**src/sv/wdq_pkg.sv**
```systemverilog
// ---------------------------------------------------------------------------
// wdq_pkg - shared type and constant for the dequantising dot product
// Holds the queue entry type and the fp32 quiet NaN constant used by the back end.
// ---------------------------------------------------------------------------
package wdq_pkg;

  // Item queued between the accumulate front and the float back end
  typedef struct packed {
    logic [31:0] corr;
    logic [31:0] in_scale;
    logic [31:0] wt_scale;
  } wdq_job_t;

  localparam logic [31:0] QNAN = 32'h7FC0_0000;

endpackage

```
**src/sv/wdq_front.sv**
```systemverilog
// ---------------------------------------------------------------------------
// wdq_front - accumulate front end
// Adds the lane products each transfer; on the last item applies the
// zero-point correction over two stages and hands a job to the queue.
// ---------------------------------------------------------------------------
module wdq_front
  import wdq_pkg::*;
#(
  parameter int LANES = 4
) (
  input  logic        clk,
  input  logic        rst_n,
  input  logic        in_valid,
  output logic        in_ready,
  input  logic [31:0] in_act,
  input  logic [31:0] in_wgt,
  input  logic [2:0]  in_lanes,
  input  logic        in_last,
  input  logic [7:0]  in_zp,
  input  logic [31:0] in_rsum,
  input  logic [31:0] in_iscale,
  input  logic [31:0] in_wscale,
  output logic        job_valid,
  input  logic        job_ready,
  output wdq_job_t    job
);

  localparam int FL = (LANES < 4) ? LANES : 4;

  logic [31:0] sum_r, sum_nxt;
  logic [31:0] lane_sum;
  // stage: product of zero point and row sum, with final sum
  logic        p_vld_r;
  logic [31:0] p_sum_r, p_zr_r, p_is_r, p_ws_r;
  logic        j_vld_r;
  wdq_job_t    j_r;
  logic        fire;

  assign in_ready = !p_vld_r && !(j_vld_r && !job_ready);
  assign fire     = in_valid && in_ready;

  // lane products of the valid lanes
  always_comb begin
    lane_sum = '0;
    for (int i = 0; i < FL; i++) begin
      if (3'(i) < in_lanes)
        lane_sum = lane_sum + 32'($signed({1'b0, in_act[8*i +: 8]}) *
                                  $signed(in_wgt[8*i +: 8]));
    end
    sum_nxt = sum_r + lane_sum;
  end

  always_ff @(posedge clk) begin
    if (!rst_n) begin
      sum_r   <= '0;
      p_vld_r <= 1'b0;
      j_vld_r <= 1'b0;
    end else begin
      if (fire) sum_r <= in_last ? '0 : sum_nxt;
      p_vld_r <= fire && in_last;
      if (p_vld_r) j_vld_r <= 1'b1;
      else if (job_ready) j_vld_r <= 1'b0;
    end
  end

  always_ff @(posedge clk) begin
    if (fire) begin
      p_sum_r <= sum_nxt;
      p_zr_r  <= 32'({24'd0, in_zp} * in_rsum);
      p_is_r  <= in_iscale;
      p_ws_r  <= in_wscale;
    end
    if (p_vld_r) begin
      j_r.corr     <= p_sum_r - p_zr_r;
      j_r.in_scale <= p_is_r;
      j_r.wt_scale <= p_ws_r;
    end
  end

  assign job_valid = j_vld_r;
  assign job       = j_r;

endmodule

```
**config.mk**
```make
export PLATFORM = sky130hd
export DESIGN_NAME = wdq_front
export DESIGN_NICKNAME = d
export VERILOG_FILES = /design/src/sv/wdq_pkg.sv /design/src/sv/wdq_front.sv
export SDC_FILE = /design/constraint.sdc
export NUM_CORES = 1
export LEC_CHECK = 0
export BUFFER_PORTS_ARGS = -buffer_cell sky130_fd_sc_hd__buf_4
export CAP_MARGIN = 15
export CORE_ASPECT_RATIO = 0.7
export CORE_MARGIN = 4
export CORE_UTILIZATION = 54
export CTS_BUF_LIST = sky130_fd_sc_hd__clkbuf_8
export CTS_CLUSTER_SIZE = 28
export DETAILED_ROUTE_END_ITERATION = 6
export PLACE_DENSITY_LB_ADDON = 0.15
export SYNTH_ARGS = -nofsm -noshare
export SYNTH_HDL_FRONTEND = slang
export SYNTH_SLANG_ARGS = --single-unit
```
**constraint.sdc**
```tcl
create_clock -name clk -period 13.75 [get_ports clk]
set_input_delay 2.0625 -clock clk [delete_from_list [all_inputs] [get_ports clk]]
set_output_delay 2.0625 -clock clk [all_outputs]
set_load 0.005 [all_outputs]
```
Word level (Yosys, flattened, before mapping)

Cells that the tools add are included.

Add/subtract/negate cells: 5
$mul: 5
$lt $le $gt $ge: 4
Mux-type cells: 7
Reductions and logical operators: 8

Operators with widths:

| operator                                           | number |
|---|---|
| 2-to-1 mux 32 bit                                  | 5 |
| adder 32 bit                                       | 4 |
| multiplier 9 x 8 -> 17 bit                         | 4 |
| multiplier 8 x 32 -> 32 bit                        | 1 |
| subtractor 32 bit                                  | 1 |
| < comparator 1 x 3 -> 1 bit (first input constant) | 2 |
| < comparator 2 x 3 -> 1 bit (first input constant) | 2 |
| logical AND 1 bit                                  | 4 |
| logical NOT 1 bit                                  | 3 |
| 2-to-1 mux 1 bit                                   | 2 |
| nonzero test 2 bit                                 | 1 |

Bits in registers: 258
Input bits: 176
Output and inout port bits: 98
Word-level logic and storage cells: 39

Depth between registers and ports, before layout

Gate-level depths: netlist of run 1.

Word-level depth: 10
Mapped depth: 60
Mapped depth without buffers: 60

Worst setup path before layout of run 1

Ideal clock, no wire load.

Kind: input -> register
Start point: input in_wgt[7]
End point: register p_sum_r[31], data pin
Setup time: 0.258 ns
Arrival: 12.742 ns
Data required time: 13.492 ns
Slack: 0.751 ns
Stages on the path: 51
Path buffers: 2
Path through: inv_1 > fa_1 > fa_1 > inv_1 > fa_1 > inv_1 > fa_1 > inv_1 > ha_1 > inv_1 > o21bai_1 > a21oi_1 > o21bai_1 > a211oi_1 > o21ai_0 > and3_1 > or2_2 > nor2_1 > (+15 left out) > a31o_2 > ha_1 > nand2_1 > a21oi_1 > nor3_1 > or3b_2 > a21oi_1 > nor2_1 > xnor2_1 > mux2_2 > ha_1 > or3_1 > a211oi_1 > o21bai_1 > a31o_2 > and3_4 > or2_4 > xnor2_1

Longest elaborated chain between the ends: 9

RTL lines:

| what                           | RTL line        | RTL |
|---|---|---|
| start: declaration             | wdq_front.sv:16 | `input logic [31:0] in_wgt,` |
| multiplier 9 x 8 -> 17 bit (*) | wdq_front.sv:47 | `lane_sum = lane_sum + 32'($signed({1'b0, in_act[8*i +: 8]}) *` |
| 2-to-1 mux 32 bit (*)          | wdq_front.sv:46 | `if (3'(i) < in_lanes)` |
| adder 32 bit                   | wdq_front.sv:47 |  |
| 2-to-1 mux 32 bit (*)          | wdq_front.sv:46 |  |
| adder 32 bit                   | wdq_front.sv:47 |  |
| 2-to-1 mux 32 bit (*)          | wdq_front.sv:46 |  |
| adder 32 bit                   | wdq_front.sv:47 |  |
| 2-to-1 mux 32 bit (*)          | wdq_front.sv:46 |  |
| adder 32 bit (*)               | wdq_front.sv:50 | `sum_nxt = sum_r + lane_sum;` |
| via sum_nxt[31]                | wdq_front.sv:30 | `logic [31:0] sum_r, sum_nxt;` |
| end signal: assignment         | wdq_front.sv:68 | `p_sum_r <= sum_nxt;` |
| end: declaration               | wdq_front.sv:34 | `logic [31:0] p_sum_r, p_zr_r, p_is_r, p_ws_r;` |

Mark *: on every way through the listed nets, which the timed path passes. The rest lies on a longest branch.
A chain may end at the register's enable or synchronous reset.

Worst setup path after layout of run 1

Ends and elaborated chain as after synthesis.

==> results of run 1 <==
==> registers in the layout (all words and copies together), names as in the netlist <==
| name | count |
|---|---|
| p_ws_r | 32 |
| job_valid | 1 |
| p_zr_r | 32 |
| p_sum_r | 32 |
| p_vld_r | 1 |
| p_is_r | 32 |
| job | 96 |
| sum_r | 32 |
==> layout make-up <==
cell class                      instances  area, sq um  share of cell area, %
Multi-Input combinational cell       2397        21300                   62.0
Inverter                              443         1670                   4.85
Antenna cell                            1         2.50                0.00729
Clock inverter                         32          175                  0.511
Sequential cell                       258         7410                   21.6
Clock buffer                           43          592                   1.73
Tap cell                              740          926                   2.70
Timing Repair Buffer                  300         2250                   6.57
==> metal layers <==
metal,vias up,global-route usage (%),wire length (microns)
li1,11185,-,-
met1,11379,34.3,33700
met2,676,36.9,31700
met3,88,4.27,4960
met4,0,4.83,1260
met5,-,0,0
==> Yosys cell counts (27+ instances only) <==
cell        n  area [sq um]
and2_1    255          1600
edfxtp_1  224          6730
a31oi_1    27           169
ha_1      355          4440
dfxtp_1    34           681
nor2b_1    49           307
a21o_1     79           593
nand3_1    34           170
a21oi_1   172           861
mux2_2     29           327
nand2_1   307          1150
nor3_1     33           165
clkbuf_1   51           191
nor2_1    125           469
xnor2_1   148          1300
inv_1     442          1660
fa_1      309          6190
xor2_1     56           490
nand2b_1   47           294
o21ai_0    92           460
==> cell families after synthesis <==
group / synth area share (%)
muxes: 1.27
xor gates and xnor gates: 5.85
adders and majority gates: 34.8
buffers and inverters: 6.30
DFF: 24.3
and+or+nand+nor: 15.4
AOI/OAI and AO/OA: 12.2
==> worst max path at each step <==
stage / start / end / slack [ns] / cells after the start
detailed placement: in_act[4] / p_sum_r[31] / -0.47 / 60
CTS: in_act[4] / p_sum_r[31] / 0.1 / 60
finish: in_wgt[7] / p_sum_r[31] / 0.65 / 54
floorplan: in_wgt[7] / p_sum_r[31] / 0.75 / 51
global placement: in_act[4] / p_sum_r[31] / -0.05 / 60
global route: in_act[12] / p_sum_r[31] / -0.01 / 52
==> worst register-to-register path, stage by stage, from the launching register on <==
cell	delay [ns]
edfxtp_1	0.37
ha_1	0.21
fa_1	0.41
nor2b_1	0.12
o21ai_0	0.10
a21boi_0	0.30
o21ai_0	0.22
a311oi_1	0.61
a311oi_1	0.32
o211ai_1	0.37
nand3_1	0.18
a21oi_1	0.19
a211oi_1	0.10
xnor2_1	0.15
==> per-stage QoR <==
stage	cells	area [sq um]	setup WS, ns
final	4214	34300	0.653
after global routing	4214	34300	-0.0133
after CTS	4208	34200	0.0950
after detailed placement	4133	33400	-0.470
after global placement	4133	33400	-0.0528
after floorplan	3157	30500	0.751
==> timing repair <==
item | CTS | global route
buffers inserted | 0 | 5
setup endpoints to repair | 0 | 16
resized for setup | 0 | 20
==> impl_metrics.py, run 1 <==
metrics = {
    "sta": {
        "hold_viol_final": 0,
        "max_freq_mhz": 76.4,
        "worstMarginPinSlew_ns": 0.967,
        "fin_skew_ns": 0.0160,
        "post-route-period-util_pct": 95.3,
        "whs_ns": 0.416,
        "slew_headroom_pct": 35.5,
        "setup_viol": 0,
        "maxSlewViolCount": 0,
        "period_needed_ns": 13.10,
        "tns_ns": 0,
    },
    "clocking": {
        "cts-root-buf": "clkbuf_8",
        "clock_latency_ns": 0.56,
        "cts_tree": "done",
        "h-tree-depth": 2,
        "clk_pin_slew_ns": 0.07,
        "clock-sinks": 258,
        "cts_max_path_buffers": 3,
        "cts_hold_buf": 0,
        "numCtsBuffers": 42,
    },
    "synth": {
        "yosysWarnings": 0,
        "synthArstFlopShare_pct": 0,
        "syn_inst": 3157,
        "synth_edf_count": 224,
        "netlist_area_sq_um": 30500,
        "yosysSeqAreaShare_pct": 24.3,
        "post_synth_num_cell_types": 85,
        "syn_nets": 3997,
        "synth_ff_type": "edfxtp_1",
        "synth.avg_cell_area_sq_um": 9.67,
        "synth_seq_cells": 258,
    },
    "critical_path": {
        "crit_type": "in2reg",
        "end_kind": "flip-flop",
        "reg2reg_slack_ns": 9.84,
        "required_ns": 14.06,
        "cp_num_buf_inv": 6,
        "worstPathMaxFanout": 6,
        "cp-start-kind": "input pin",
        "cp_slowest_cell": "fa_1",
        "cp_slowest_stage_delay_ns": 0.53,
        "r2r-end": "job[94]",
        "cp.arrival_ns": 13.41,
        "path_delay_family": "compound AO/OA/AOI/OAI gates",
        "worst_r2r_startpoint": "p_zr_r[0]",
        "ff2ff_path_depth": 13,
    },
    "finish": {
        "fillers": 4663,
        "drive_gt1_share_pct": 12.7,
        "layout.nets": 4282,
        "final_common_cell": "inv_1",
        "utilization_pct": 61.7,
        "area_delta_synth_final_pct": 12.3,
        "final_cell_mix": "inv_1 (453), ha_1 (353), fa_1 (309), nand2_1 (307), buf_4 (300)",
    },
    "die": {
        "core_sq_um": 55600,
        "pin_count": 274,
        "initial_core_util_pct": 54.9,
        "die_h_microns": 207,
        "die-area_sq_um": 60500,
        "dieWidth_microns": 292,
        "rows": 72,
    },
    "place": {
        "port_buffers": 273,
        "dp_hpwl_mm": 59.1,
        "gp_congestion": 0.907,
    },
    "hold_path": {
        "hp-start": "p_is_r[28]",
        "whs_endpoint": "job[60]",
        "hold_path.class": "reg2reg",
        "hold_depth": 0,
    },
    "route": {
        "route.detailed.drc": 0,
        "ant_nets": 0,
        "vias_per_cell": 5.54,
        "dr.pass1.iters": 7,
        "num_vias": 23328,
        "drt_iter0_markers": 1675,
        "wirelength_mm": 71.7,
        "drt-wirelength-per-cell_microns": 17.0,
    },
    "run": {
        "maxCapViolations": 0,
    },
    "global_routing": {
        "grt_pass1_wl_mm": 118,
        "track_usage_pct": 23.5,
        "overflow": 0,
        "grt_max_degree": 76,
        "grt_pass1_vias": 23570,
        "antenna_found_initial": 1,
    },
    "status": {
        "status": "completed",
    },
}
Power of run 1 is not shown: default switching activity piles up to over one toggle a cycle in this logic, so the estimate is an artifact.
==> run 2: changes to the inputs <==
- CORE_ASPECT_RATIO: 0.7 -> 1.5
==> run 2 against run 1 <==
Net effect: first-iteration DRC count shrank 29%; hold slack got worse by 0.0041 ns; register-to-register slack is essentially flat; non-clock buffer count is 5 lower; design area rose by 0.20%; routed wire length increased by 3.8%; cell count grew 0.28%; critical path depth grew 2; clock-buffer cell count is 6 higher.
==> impl_metrics.py, run 2 (same netlist as run 1, synthesis figures left out) <==
metrics = {
    "finish": {
        "stdcell_count": 4226,
        "layout.nets": 4277,
        "seq_area_sq_um": 7410,
        "multi_input_area_sq_um": 21300,
        "utilization_pct": 61.6,
        "drive_gt1_share_pct": 12.5,
        "largest_register_ffs": 96,
        "area_delta_synth_final_pct": 12.6,
        "final_cell_mix": "inv_1 (457), ha_1 (352), fa_1 (309), nand2_1 (307), buf_4 (295)",
        "final_area_sq_um": 34400,
        "final_common_cell": "inv_1",
        "fillers": 4815,
    },
    "route": {
        "wirelength_mm": 74.4,
        "ant_nets": 0,
        "num_vias": 23357,
        "vias_per_cell": 5.53,
        "dr.pass1.iters": 7,
        "drt_iter0_markers": 1182,
        "drt-wirelength-per-cell_microns": 17.6,
        "route.detailed.drc": 0,
    },
    "hold_path": {
        "hold_depth": 0,
        "hold_path.class": "reg2reg",
    },
    "place": {
        "postPlaceCellArea_sq_um": 33400,
        "gp_congestion": 0.906,
        "dp.cells": 4147,
        "dp_hpwl_mm": 61.2,
        "port_buffers": 273,
    },
    "clocking": {
        "clk_pin_slew_ns": 0.07,
        "numCtsBuffers": 42,
        "h-tree-depth": 2,
        "cts_tree": "done",
        "cts-root-buf": "clkbuf_8",
        "cts_hold_buf": 0,
        "clock_latency_ns": 0.59,
        "clock-sinks": 258,
        "cts_max_path_buffers": 3,
    },
    "critical_path": {
        "crit_top_cell": "inv_1",
        "cp_slowest_stage_delay_ns": 0.53,
        "cp.arrival_ns": 13.49,
        "worstPathMaxFanout": 6,
        "crit_type": "in2reg",
        "path_depth": 56,
        "ff2ff_path_depth": 14,
        "cp-start-kind": "input pin",
        "cp_num_buf_inv": 8,
        "cp_slowest_cell": "fa_1",
        "path_delay_family": "adder cells",
        "required_ns": 14.08,
        "end_kind": "flip-flop",
    },
    "run": {
        "maxCapViolations": 0,
    },
    "global_routing": {
        "overflow": 0,
        "grt_pass1_wl_mm": 122,
        "grt_max_degree": 72,
        "antenna_found_initial": 2,
        "track_usage_pct": 24.4,
        "grt_pass1_vias": 25133,
    },
    "sta": {
        "worstMarginPinSlew_ns": 1.01,
        "setup_viol": 0,
        "slew_headroom_pct": 32.3,
        "fin_skew_ns": 0.0368,
        "maxSlewViolCount": 0,
        "post-route-period-util_pct": 95.7,
        "hold_viol_final": 0,
        "period_needed_ns": 13.16,
        "max_freq_mhz": 76.0,
        "tns_ns": 0,
    },
    "die": {
        "rows": 106,
        "dieWidth_microns": 202,
        "pin_count": 274,
        "die-area_sq_um": 60500,
        "initial_core_util_pct": 54.7,
        "core_sq_um": 55800,
        "die_h_microns": 299,
    },
    "status": {
        "status": "completed",
    },
}
run 2: metrics by stage:
step / hold slack (ns) / worst slack [ns]
final: 0.412 / 0.587
after global routing: 0.425 / -0.0368
after CTS: 0.414 / 0.365
after detailed placement: 0.405 / -0.247
after global placement: 0.400 / 0.233
after floorplan: 0.400 / 0.751
run 2: worst register-to-register path, delay by kind of cell, from the launching register on:
family | cells | cell delay (ns)
flops | 1 | 0.33
compound gates | 8 | 2.20
fa+ha+maj | 2 | 0.63
xor+xnor | 1 | 0.14
simple gates | 2 | 0.28
buf+inv | 1 | 0.07
run 2: worst paths after layout:
path | start | endpoint | slack (ns)
min | p_ws_r[8] | job[8] | 0.41
min reg2reg | p_ws_r[8] | job[8] | 0.41
max | in_wgt[7] | p_sum_r[31] | 0.59
max reg2reg | p_sum_r[0] | job[94] | 9.84
run 2: what timing repair did:
action,CTS,global route
buffers inserted,0,2
setup endpoints to repair,0,11
resized for setup,0,13
run 2: cell type report:
| cell class | count | area share [%] |
|---|---|---|
| Inverter | 443 | 4.85 |
| Sequential cell | 258 | 21.6 |
| Timing Repair Buffer | 295 | 6.44 |
| Clock inverter | 26 | 0.575 |
| Tap cell | 756 | 2.75 |
| Multi-Input combinational cell | 2397 | 61.8 |
| Antenna cell | 2 | 0.0146 |
| Clock buffer | 49 | 1.96 |
run 2: metal layers:
layer	GRT usage [%]	up-vias	part of all wire, %
li1	-	11174	-
met1	25.4	11474	35
met2	48.3	526	56
met3	3.00	183	3.7
met4	10.9	0	5.0
met5	0	-	0
Power of run 2 is left out for the same reason.
