**src/sv/wdq_pkg.sv**
```systemverilog
// ---------------------------------------------------------------------------
// wdq_pkg - shared type and constant for the dequantising dot product
// Holds the queue entry type and the fp32 quiet NaN constant used by the back end.
// ---------------------------------------------------------------------------
package wdq_pkg;

  // Item queued between the accumulate front and the float back end
  typedef struct packed {
    logic [31:0] corr;
    logic [31:0] in_scale;
    logic [31:0] wt_scale;
  } wdq_job_t;

  localparam logic [31:0] QNAN = 32'h7FC0_0000;

endpackage

```
**src/sv/wdq_fmul.sv**
```systemverilog
// ---------------------------------------------------------------------------
// wdq_fmul - fp32 multiply, round to nearest even, subnormals kept
// Combinational; the caller registers the product.
// ---------------------------------------------------------------------------
module wdq_fmul
  import wdq_pkg::*;
(
  input  logic [31:0] a,
  input  logic [31:0] b,
  output logic [31:0] p
);

  logic        sg;
  logic [7:0]  ea, eb;
  logic [23:0] ma, mb;
  logic        a_nan, b_nan, a_inf, b_inf, a_z, b_z;
  logic [47:0] prod;
  logic [5:0]  lz;
  logic signed [10:0] e;
  logic [47:0] nrm;
  logic [49:0] sh;
  logic [23:0] man;
  logic        g, st, rup;
  logic [24:0] rnd;
  logic signed [10:0] ef;
  logic [7:0]  sa;

  always_comb begin
    sg = a[31] ^ b[31];
    ea = a[30:23]; eb = b[30:23];
    ma = {ea != 0, a[22:0]}; mb = {eb != 0, b[22:0]};
    a_nan = (ea == 8'hFF) && (a[22:0] != 0);
    b_nan = (eb == 8'hFF) && (b[22:0] != 0);
    a_inf = (ea == 8'hFF) && (a[22:0] == 0);
    b_inf = (eb == 8'hFF) && (b[22:0] == 0);
    a_z   = a[30:0] == 0; b_z = b[30:0] == 0;
    prod  = ma * mb;
    // leading one position
    lz = 6'd47;
    for (int i = 0; i < 48; i++)
      if (prod[i]) lz = 6'(47 - i);
    nrm = prod << lz;
    // value = nrm * 2^(e-127-... ), with leading one at bit 47
    e = 11'(ea == 0 ? 1 : ea) + 11'(eb == 0 ? 1 : eb) - 11'sd126 - 11'(lz);
    sh = {nrm, 2'b00};
    sa = 8'd0;
    if (e < 1) begin
      sa = (e < -30) ? 8'd31 : 8'(1 - e);
      sh = {nrm, 2'b00} >> sa;
    end
    // keep sticky of bits shifted out
    st  = |(sh[25:0]) || ((e < 1) && (|({nrm, 2'b00} & ~({50{1'b1}} << sa))));
    man = sh[49:26];
    g   = sh[25];
    st  = (|sh[24:0]) || ((e < 1) && (|({nrm, 2'b00} & ~({50{1'b1}} << sa))));
    rup = g && (st || man[0]);
    rnd = {1'b0, man} + 25'(rup);
    ef  = (e < 1) ? 11'sd0 : e;
    if (rnd[24]) begin
      rnd = rnd >> 1;
      ef  = ef + 11'sd1;
    end else if (ef == 0 && rnd[23]) begin
      ef = 11'sd1;
    end
    if (a_nan || b_nan || (a_inf && b_z) || (b_inf && a_z))
      p = QNAN;
    else if (a_inf || b_inf)
      p = {sg, 8'hFF, 23'd0};
    else if (a_z || b_z || prod == 0)
      p = {sg, 31'd0};
    else if (ef >= 11'sd255)
      p = {sg, 8'hFF, 23'd0};
    else
      p = {sg, ef[7:0], rnd[22:0]};
  end

endmodule

```
**src/sv/wdq_back.sv**
```systemverilog
// ---------------------------------------------------------------------------
// wdq_back - float back end
// Converts the corrected sum to fp32, then applies the two scales, one
// stage each, and holds the result in an output register.
// ---------------------------------------------------------------------------
module wdq_back
  import wdq_pkg::*;
(
  input  logic        clk,
  input  logic        rst_n,
  input  logic        job_valid,
  output logic        job_ready,
  input  wdq_job_t    job,
  output logic        out_valid,
  input  logic        out_ready,
  output logic [31:0] out_result,
  output logic [31:0] out_corr
);

  typedef enum logic [3:0] {
    S_IDLE = 4'b0001, S_CVT = 4'b0010, S_M1 = 4'b0100, S_OUT = 4'b1000
  } st_t;

  st_t st_r;
  wdq_job_t j_r;
  logic [31:0] f_r, m1_r;
  logic [31:0] cf, m1, m2;
  logic [31:0] mag;
  logic [4:0]  msb;
  logic [31:0] nrm;
  logic [24:0] r;
  logic [7:0]  ex;
  logic [31:0] res_r;
  logic        out_valid_q;

  assign job_ready = (st_r == S_IDLE);

  // int32 to fp32 with round to nearest even
  always_comb begin
    mag = j_r.corr[31] ? 32'(-j_r.corr) : j_r.corr;
    msb = '0;
    for (int i = 0; i < 32; i++)
      if (mag[i]) msb = 5'(i);
    nrm = mag << (5'd31 - msb);
    r   = {1'b0, nrm[31:8]} + 25'(nrm[7] && ((|nrm[6:0]) || nrm[8]));
    ex  = 8'd127 + 8'(msb) + 8'(r[24]);
    if (mag == 0) cf = 32'd0;
    else if (r[24]) cf = {j_r.corr[31], ex, 23'd0};
    else cf = {j_r.corr[31], ex, r[22:0]};
  end

  wdq_fmul u_m1 (.a(f_r),  .b(j_r.in_scale), .p(m1));
  wdq_fmul u_m2 (.a(m1_r), .b(j_r.wt_scale), .p(m2));

  // leave S_OUT only once the result transfer has happened
  always_ff @(posedge clk) begin
    if (!rst_n) st_r <= S_IDLE;
    else begin
      case (st_r)
        S_IDLE:  if (job_valid) st_r <= S_CVT;
        S_CVT:   st_r <= S_M1;
        S_M1:    st_r <= S_OUT;
        S_OUT:   if (out_valid_q && out_ready) st_r <= S_IDLE;
        default: st_r <= S_IDLE;
      endcase
    end
  end

  always_ff @(posedge clk) begin
    if (st_r == S_IDLE && job_valid) j_r <= job;
    if (st_r == S_CVT) f_r <= cf;
    if (st_r == S_M1) m1_r <= m1;
  end

  // second product registered into the output on the first S_OUT cycle
  always_ff @(posedge clk) begin
    if (st_r == S_OUT && !out_valid_q) res_r <= m2;
  end

  always_ff @(posedge clk) begin
    if (!rst_n) out_valid_q <= 1'b0;
    else if (st_r == S_OUT && !out_valid_q) out_valid_q <= 1'b1;
    else if (out_valid_q && out_ready) out_valid_q <= 1'b0;
  end

  assign out_valid  = out_valid_q;
  assign out_result = res_r;
  assign out_corr   = j_r.corr;

`ifndef ASSERT_OFF
  a_out_in_state: assert property (@(posedge clk) disable iff (!rst_n)
    out_valid_q |-> st_r == S_OUT) else $error("result without job");
  a_busy_no_take: assert property (@(posedge clk) disable iff (!rst_n)
    st_r != S_IDLE |-> !job_ready) else $error("job taken while busy");
  a_hold: assert property (@(posedge clk) disable iff (!rst_n)
    out_valid_q && !out_ready |=> $stable(res_r)) else $error("result moved");
`endif

endmodule

```
**config.mk**
```make
export PLATFORM = sky130hd
export DESIGN_NAME = wdq_back
export DESIGN_NICKNAME = d
export VERILOG_FILES = /design/src/sv/wdq_pkg.sv /design/src/sv/wdq_fmul.sv /design/src/sv/wdq_back.sv
export SDC_FILE = /design/constraint.sdc
export NUM_CORES = 2
export LEC_CHECK = 0
export ABC_AREA = 0
export BUFFER_PORTS_ARGS = -buffer_cell sky130_fd_sc_hd__buf_2
export CORE_MARGIN = 5
export CORE_UTILIZATION = 60
export CTS_CLUSTER_DIAMETER = 120
export DETAILED_ROUTE_END_ITERATION = 12
export PLACE_DENSITY_LB_ADDON = 0.1
export SLEW_MARGIN = 5
export SYNTH_ARGS = -nofsm -noshare
export SYNTH_HDL_FRONTEND = slang
export SYNTH_SLANG_ARGS = --single-unit
```
**constraint.sdc**
```tcl
create_clock -name clk -period 23.5 [get_ports clk]
set_input_delay 4.7 -clock clk [delete_from_list [all_inputs] [get_ports clk]]
set_output_delay 4.7 -clock clk [all_outputs]
set_load 0.02 [all_outputs]
```
==> After elaboration in Yosys (flattened, before gate mapping) <==
Cells that the tools add are included.
{ "word_totals": {"ramBits": 0, "reg_bits": 197, "out_inout_bits": 66, "latchBits": 0, "mem_bits_ro": 0, "mem_count": 0} }
{ "classes": {"shifts": 7, "div_mod_pow": 0, "addsub": 17, "mul": 2, "eq_ne": 10, "n_reduce_logical": 77, "n_lt_le_gt_ge": 6, "muxes": 155, "n_bitwise": 6} }
{ "ops": {"columns": ["operator", "n"], "rows": [
  ["$mux W6", 92],
  ["$mux W5", 30],
  ["$logic_not A31 Y1", 4],
  ["$mux W31", 4],
  ["$and A50 B50 Y50", 2],
  ["$mux W50", 2],
  ["$not A50 Y50", 2],
  ["$reduce_or A50 Y1", 2],
  ["$shl A50 B8 Y50 const A", 2],
  ["$shr A50 B8 Y50", 2],
  ["$logic_not A32 Y1", 3],
  ["$logic_not A48 Y1", 2],
  ["$mul A24 B24 Y48", 2],
  ["$shl A48 B6 Y48", 2],
  ["$logic_not A23 Y1", 4],
  ["$mux W23", 4],
  ["$reduce_bool A23 Y1", 4],
  ["$add A24 B1 Y25", 3],
  ["$mux W11", 6],
  ["$mux W8", 8],
  ["$reduce_or A25 Y1", 2],
  ["$eq A8 B8 Y1 const B", 4],
  ["$logic_not A8 Y1", 4],
  ["$mux W32", 1],
  ["other kinds (31)", 89]
]} }

==> Logic depth before layout (Yosys ltp) <==
{ "depth": {"ltp_word": 69, "depth_mapped": 73, "ltp_nobuf": 60} }

==> By module <==
From an unflattened synthesis, not the netlist that was laid out.
{ "hier_totals": {"cells_unflattened": 9564, "area_unflattened_um2": 76592.2} }
{ "modules_own_cells": {"columns": ["mod", "area_each_um2", "n_inst", "cells_per_inst", "seq_area_each_um2"], "rows": [
  ["wdq_fmul (u_m1)", 32488.7, 1, 4245, 0.0],
  ["wdq_fmul (u_m2)", 32202.1, 1, 4239, 0.0],
  ["wdq_back", 11901.4, 1, 1080, 5865.6]
]} }

==> Worst setup path before layout <==
Ideal clock, no wire load.
{ "synth_timing": {"kind": "register to register", "start": "register m1_r[29]", "end": "register res_r[15], in the netlist out_result[15] (data pin)", "stages_incl_launch_ff": 69, "arrival_ns": 15.898, "required_ns": 23.241, "setup_slack_ns": 7.344, "path_buffers": 11, "cell_sequence": "edfxtp_1 > nor4_1 > nand2_1 > clkbuf_1 > and2_1 > fa_1 > inv_1 > fa_1 > fa_1 > fa_1 > fa_1 > fa_1 > fa_1 > inv_1 > ha_1 > buf_2 > o21a_1 > nor2_1 > [33 not listed] > o21ai_0 > and3_1 > a2111oi_0 > o211ai_1 > nor2_1 > o311a_1 > a211oi_1 > ha_1 > and2_1 > nand4_1 > or3_1 > buf_2 > nor4_2 > mux2i_1 > o31ai_2 > nand2b_1 > buf_4 > nor2_1"} }
{ "synth_between": {"elab_chain_cells": 45} }
{ "synth_lines": {"columns": ["item", "line_no", "text"], "rows": [
  ["from (decl)", "wdq_back.sv:26", "logic [31:0] f_r, m1_r;"],
  ["from (signal assigned)", "wdq_back.sv:72", "if (st_r == S_M1) m1_r <= m1;"],
  ["$reduce_bool A8 Y1", "wdq_fmul.sv:31", "ma = {ea != 0, a[22:0]}; mb = {eb != 0, b[22:0]};"],
  ["$mul A24 B24 Y48", "wdq_fmul.sv:37", "prod = ma * mb;"],
  ["$mux W6 (25 in series)", "wdq_fmul.sv:41", "if (prod[i]) lz = 6'(47 - i);"],
  ["$sub A11 B6 Y11", "wdq_fmul.sv:44", "e = 11'(ea == 0 ? 1 : ea) + 11'(eb == 0 ? 1 : eb) - 11'sd126 - 11'(lz);"],
  ["$lt A11 B6 Y1 / $sub A2 B8 Y8 (equally long branches)", "wdq_fmul.sv:48", "sa = (e < -30) ? 8'd31 : 8'(1 - e);"],
  ["$mux W8", "wdq_fmul.sv:48", null],
  ["$mux W8", "wdq_fmul.sv:47", "if (e < 1) begin"],
  ["$shl A50 B8 Y50", null, null],
  ["[5 not listed]", null, null],
  ["$logic_or A1 B1 Y1", "wdq_fmul.sv:56", "rup = g && (st || man[0]);"],
  ["$logic_and A1 B1 Y1", "wdq_fmul.sv:56", null],
  ["$add A24 B1 Y25", "wdq_fmul.sv:57", "rnd = {1'b0, man} + 25'(rup);"],
  ["$logic_and A1 B1 Y1", "wdq_fmul.sv:62", "end else if (ef == 0 && rnd[23]) begin"],
  ["$mux W11", "wdq_fmul.sv:62", null],
  ["$mux W11", "wdq_fmul.sv:59", "if (rnd[24]) begin"],
  ["$ge A11 B9 Y1", "wdq_fmul.sv:71", "else if (ef >= 11'sd255)"],
  ["$reduce_or A4 Y1 (no source line)", null, null],
  ["to (signal assigned)", "wdq_back.sv:77", "if (st_r == S_OUT && !out_valid_q) res_r <= m2;"],
  ["to (decl)", "wdq_back.sv:33", "logic [31:0] res_r;"]
]} }
Parallel ways exist; a longest one is shown, timed or not.
A chain may end at the register's enable or synchronous reset.

==> Worst setup path in the final report <==
{ "layout_timing": {"start": "register j_r[30] (netlist bit)", "end": "register res_r[11], in the netlist out_result[11] (data pin)"} }
{ "layout_between": {"elab_chain_cells": 45} }
{ "layout_lines": {"columns": ["item", "line_no", "text"], "rows": [
  ["from (decl)", "wdq_back.sv:25", "wdq_job_t j_r;"],
  ["from (signal assigned)", "wdq_back.sv:70", "if (st_r == S_IDLE && job_valid) j_r <= job;"],
  ["$reduce_bool A8 Y1", "wdq_fmul.sv:31", null],
  ["$mul A24 B24 Y48", "wdq_fmul.sv:37", null],
  ["$mux W6 (25 in series)", "wdq_fmul.sv:41", null],
  ["$sub A11 B6 Y11", "wdq_fmul.sv:44", null],
  ["$lt A11 B6 Y1 / $sub A2 B8 Y8 (equally long branches)", "wdq_fmul.sv:48", null],
  ["$mux W8", "wdq_fmul.sv:48", null],
  ["$mux W8", "wdq_fmul.sv:47", null],
  ["$shl A50 B8 Y50", null, null],
  ["[5 not listed]", null, null],
  ["$logic_or A1 B1 Y1", "wdq_fmul.sv:56", null],
  ["$logic_and A1 B1 Y1", "wdq_fmul.sv:56", null],
  ["$add A24 B1 Y25", "wdq_fmul.sv:57", null],
  ["$logic_and A1 B1 Y1", "wdq_fmul.sv:62", null],
  ["$mux W11", "wdq_fmul.sv:62", null],
  ["$mux W11", "wdq_fmul.sv:59", null],
  ["$ge A11 B9 Y1", "wdq_fmul.sv:71", null],
  ["$reduce_or A4 Y1 (no source line)", null, null]
]} }
Parallel ways exist; a longest one is shown, timed or not.

==> impl_metrics.json <==
{
  "die_h_um": 361,
  "cts.sinks": 197,
  "hold_viol_final": 0,
  "path_buf_inv": 5,
  "cap_violations": 1,
  "whs_endpoint": "st_r[0]",
  "antenna_found_initial": 18,
  "final_cells": 10700,
  "synthesis.nets": 10700,
  "ys.flop_type": "edfxtp_1",
  "slew-limit-headroom_pct": 1.23,
  "cts-resized-gates": 0,
  "reg2reg_slack_ps": 2640,
  "synth_compound_area_share_pct": 20.1,
  "area_growth_pct": 3.21,
  "root_buffer": "clkbuf_16",
  "whs_path_depth": 2,
  "finalCritPeriodShare_pct": 88.8,
  "crit_type": "reg -> reg",
  "cts_max_path_buffers": 2,
  "synth_top_family_by_area": "adder cells",
  "boundaryPins": 166,
  "vias": 75600,
  "yosysWarnings": 0,
  "ant_nets": 0,
  "post-dp-hpwl_um": 233000,
  "track_usage_pct": 45.4,
  "synth_fa_ha_area_share_pct": 33.2,
  "synth-edff-count": 192,
  "start_kind": "register",
  "hp-class": "reg -> reg",
  "cts_max_level": 4,
  "synth-xor-area-share_pct": 2.34,
  "die_w_um": 361,
  "r2r_start": "j_r[30]",
  "cp_top_family": "simple AND/OR/NAND/NOR gates",
  "rsz0062_at_grt": "false",
  "nets": 10500,
  "layout_common_cells": "inv_1, and2_1, fa_1",
  "worstHoldStart": "st_r[2]",
  "yosysUniqueCellTypes": 135,
  "hold_buffers": 0,
  "grt_pass1_vias": 78700,
  "tns_ps": 0,
  "drive_gt1_share_pct": 6.70,
  "grt_max_degree": 80,
  "drt_wl_total_um": 304000,
  "start_util_pct": 60.5,
  "core_area_mm2": 0.122,
  "synth-simple-area-share_pct": 24.2,
  "clock_latency_ps": 560,
  "ys_ff_latch": 197,
  "place_congestion": 1.09,
  "end_kind": "register",
  "min_period_ps": 20860,
  "slowest_stage": "nor3_1",
  "n_fill_cell": 9964,
  "synthArstFlopShare_pct": 0,
  "worstMarginPinSlew_ps": 1470,
  "final_common_cell": "inv_1",
  "port_buffers": 165,
  "dieArea_mm2": 0.130,
  "grt_pass1_wl_um": 461000,
  "dp.cells": 10600,
  "crit_path_frequent_cell": "fa_1",
  "firstDrtPassIters": 9,
  "critPathMaxFanout": 25,
  "syn_area_per_cell_um2": 7.99,
  "synth_mux_area_share_pct": 2.50,
  "timing.fmax_mhz": 47.9,
  "drtIter0Drc": 10100,
  "cpPeakStageDelay_ps": 860,
  "rr_endpoint": "out_result[11]",
  "fin_util_pct": 62.5,
  "setup_viol": 0,
  "vias_per_cell": 7.09,
  "syn_area_mm2": 0.0739,
  "wire_per_inst_um": 28.5,
  "outcome": "finished, violations left",
  "rows": 128,
  "critPathArrivalTime_ps": 21150,
  "syn_inst": 9249,
  "r2r_cells": 51,
  "cts_setup_buffers": 0,
  "clkTransAtPathRegs_ps": 100,
  "cts_tree": "done",
  "violations": "max-capacitance violations",
  "numCtsBuffers": 17,
  "finClkSkew_ps": 24.3,
  "ys_seq_area_share_pct": 7.94,
  "drv_slew": 0,
  "drc": 0,
  "grt_overflow_total": 0,
  "cp.required_ps": 23800
}
==> routing by layer <==
layer | track usage, % | up-vias | part of all wire, %
met1 | 52.3 | 36200 | 33
met2 | 72.7 | 6013 | 45
met4 | 34.7 | 4 | 9.7
li1 | - | 31300 | -
met3 | 11.6 | 2084 | 12
met5 | 0 | - | 0.010
==> tightest hold or removal path, cell delays in order (launching register included) <==
cell      delay, ps
dfxtp_1         360
nor2_1          130
o21bai_1         80
==> logic make-up (layout without fill, tap and decap cells) <==
family	Yosys count	in the layout
AOI/OAI and AO/OA	2110	2110
xor gates and xnor gates	196	196
adders and majority gates	1374	1374
buffers and inverters	1798	1582
DFF	197	197
muxes	169	169
other	0	12
and+or+nand+nor	3405	3405
==> cell type report <==
class	count	area (um2)	area share, %
Antenna cell	12	30.0	0.0394
Timing Repair Buffer	340	2160	2.83
Clock buffer	17	425	0.558
Multi-Input combinational cell	7254	61000	80.0
Sequential cell	197	5870	7.69
Tap cell	1625	2030	2.67
Inverter	1210	4540	5.96
Clock inverter	15	173	0.226
==> cells in the mapped netlist (all sizes together), types with 24 or more instances <==
cell type	number	area, um2
inv	1207	4530
and2	1111	6950
fa	978	19600
nand2	685	2580
nor2	588	2210
o21ai	420	2120
clkbuf	401	1510
a21oi	399	2030
ha	396	4950
nor3	271	1380
nand3	198	996
edfxtp	192	5770
buf	187	1090
a211oi	160	1270
mux2i	131	1320
o211ai	106	806
xor2	102	893
nor4	101	681
o22ai	94	594
xnor2	94	838
a31oi	92	597
and3	81	512
nand4	80	507
a21o	79	593
o31ai	77	626
or3	63	404
a211o	53	464
a221oi	52	493
or2	51	319
a22oi	44	335
nand2b	42	263
a2111oi	38	374
o221ai	38	345
a21boi	33	248
o2111ai	33	295
o32ai	33	297
o21a	32	241
mux2	29	330
nor2b	29	181
or4	28	218
o311ai	25	256
a32oi	24	210
o211a	24	248
==> state kept, by name, summed over array words and instances, names as in the netlist <==
| signal | flops |
|---|---|
| st_r | 4 |
| m1_r | 32 |
| j_r | 64 |
| f_r | 32 |
| out_result | 32 |
| out_corr | 32 |
| out_valid | 1 |
==> how the worst max path moves through the flow <==
stage             start        endpoint  slack, ps  depth (start not counted)
2_1_floorplan  m1_r[29]  out_result[15]       7340                         68
3_3_place_gp    j_r[26]  out_result[11]       3860                         52
3_5_place_dp    j_r[29]  out_result[11]       3270                         51
4_1_cts         j_r[30]  out_result[11]       3190                         51
5_1_grt         j_r[30]  out_result[11]       1580                         51
6_report        j_r[30]  out_result[11]       2640                         51
==> metrics by stage <==
step                hold WS [ps]  cell area, um2  setup slack (ps)
floorplan                    517           73900              7340
global placement             548           75600              3860
detailed placement           586           75600              3270
CTS                          606           76200              3190
global route                 638           76200              1580
finish                       615           76200              2640
Power is not shown: default switching activity piles up to over one toggle a cycle in this logic, so the estimate is an artifact.
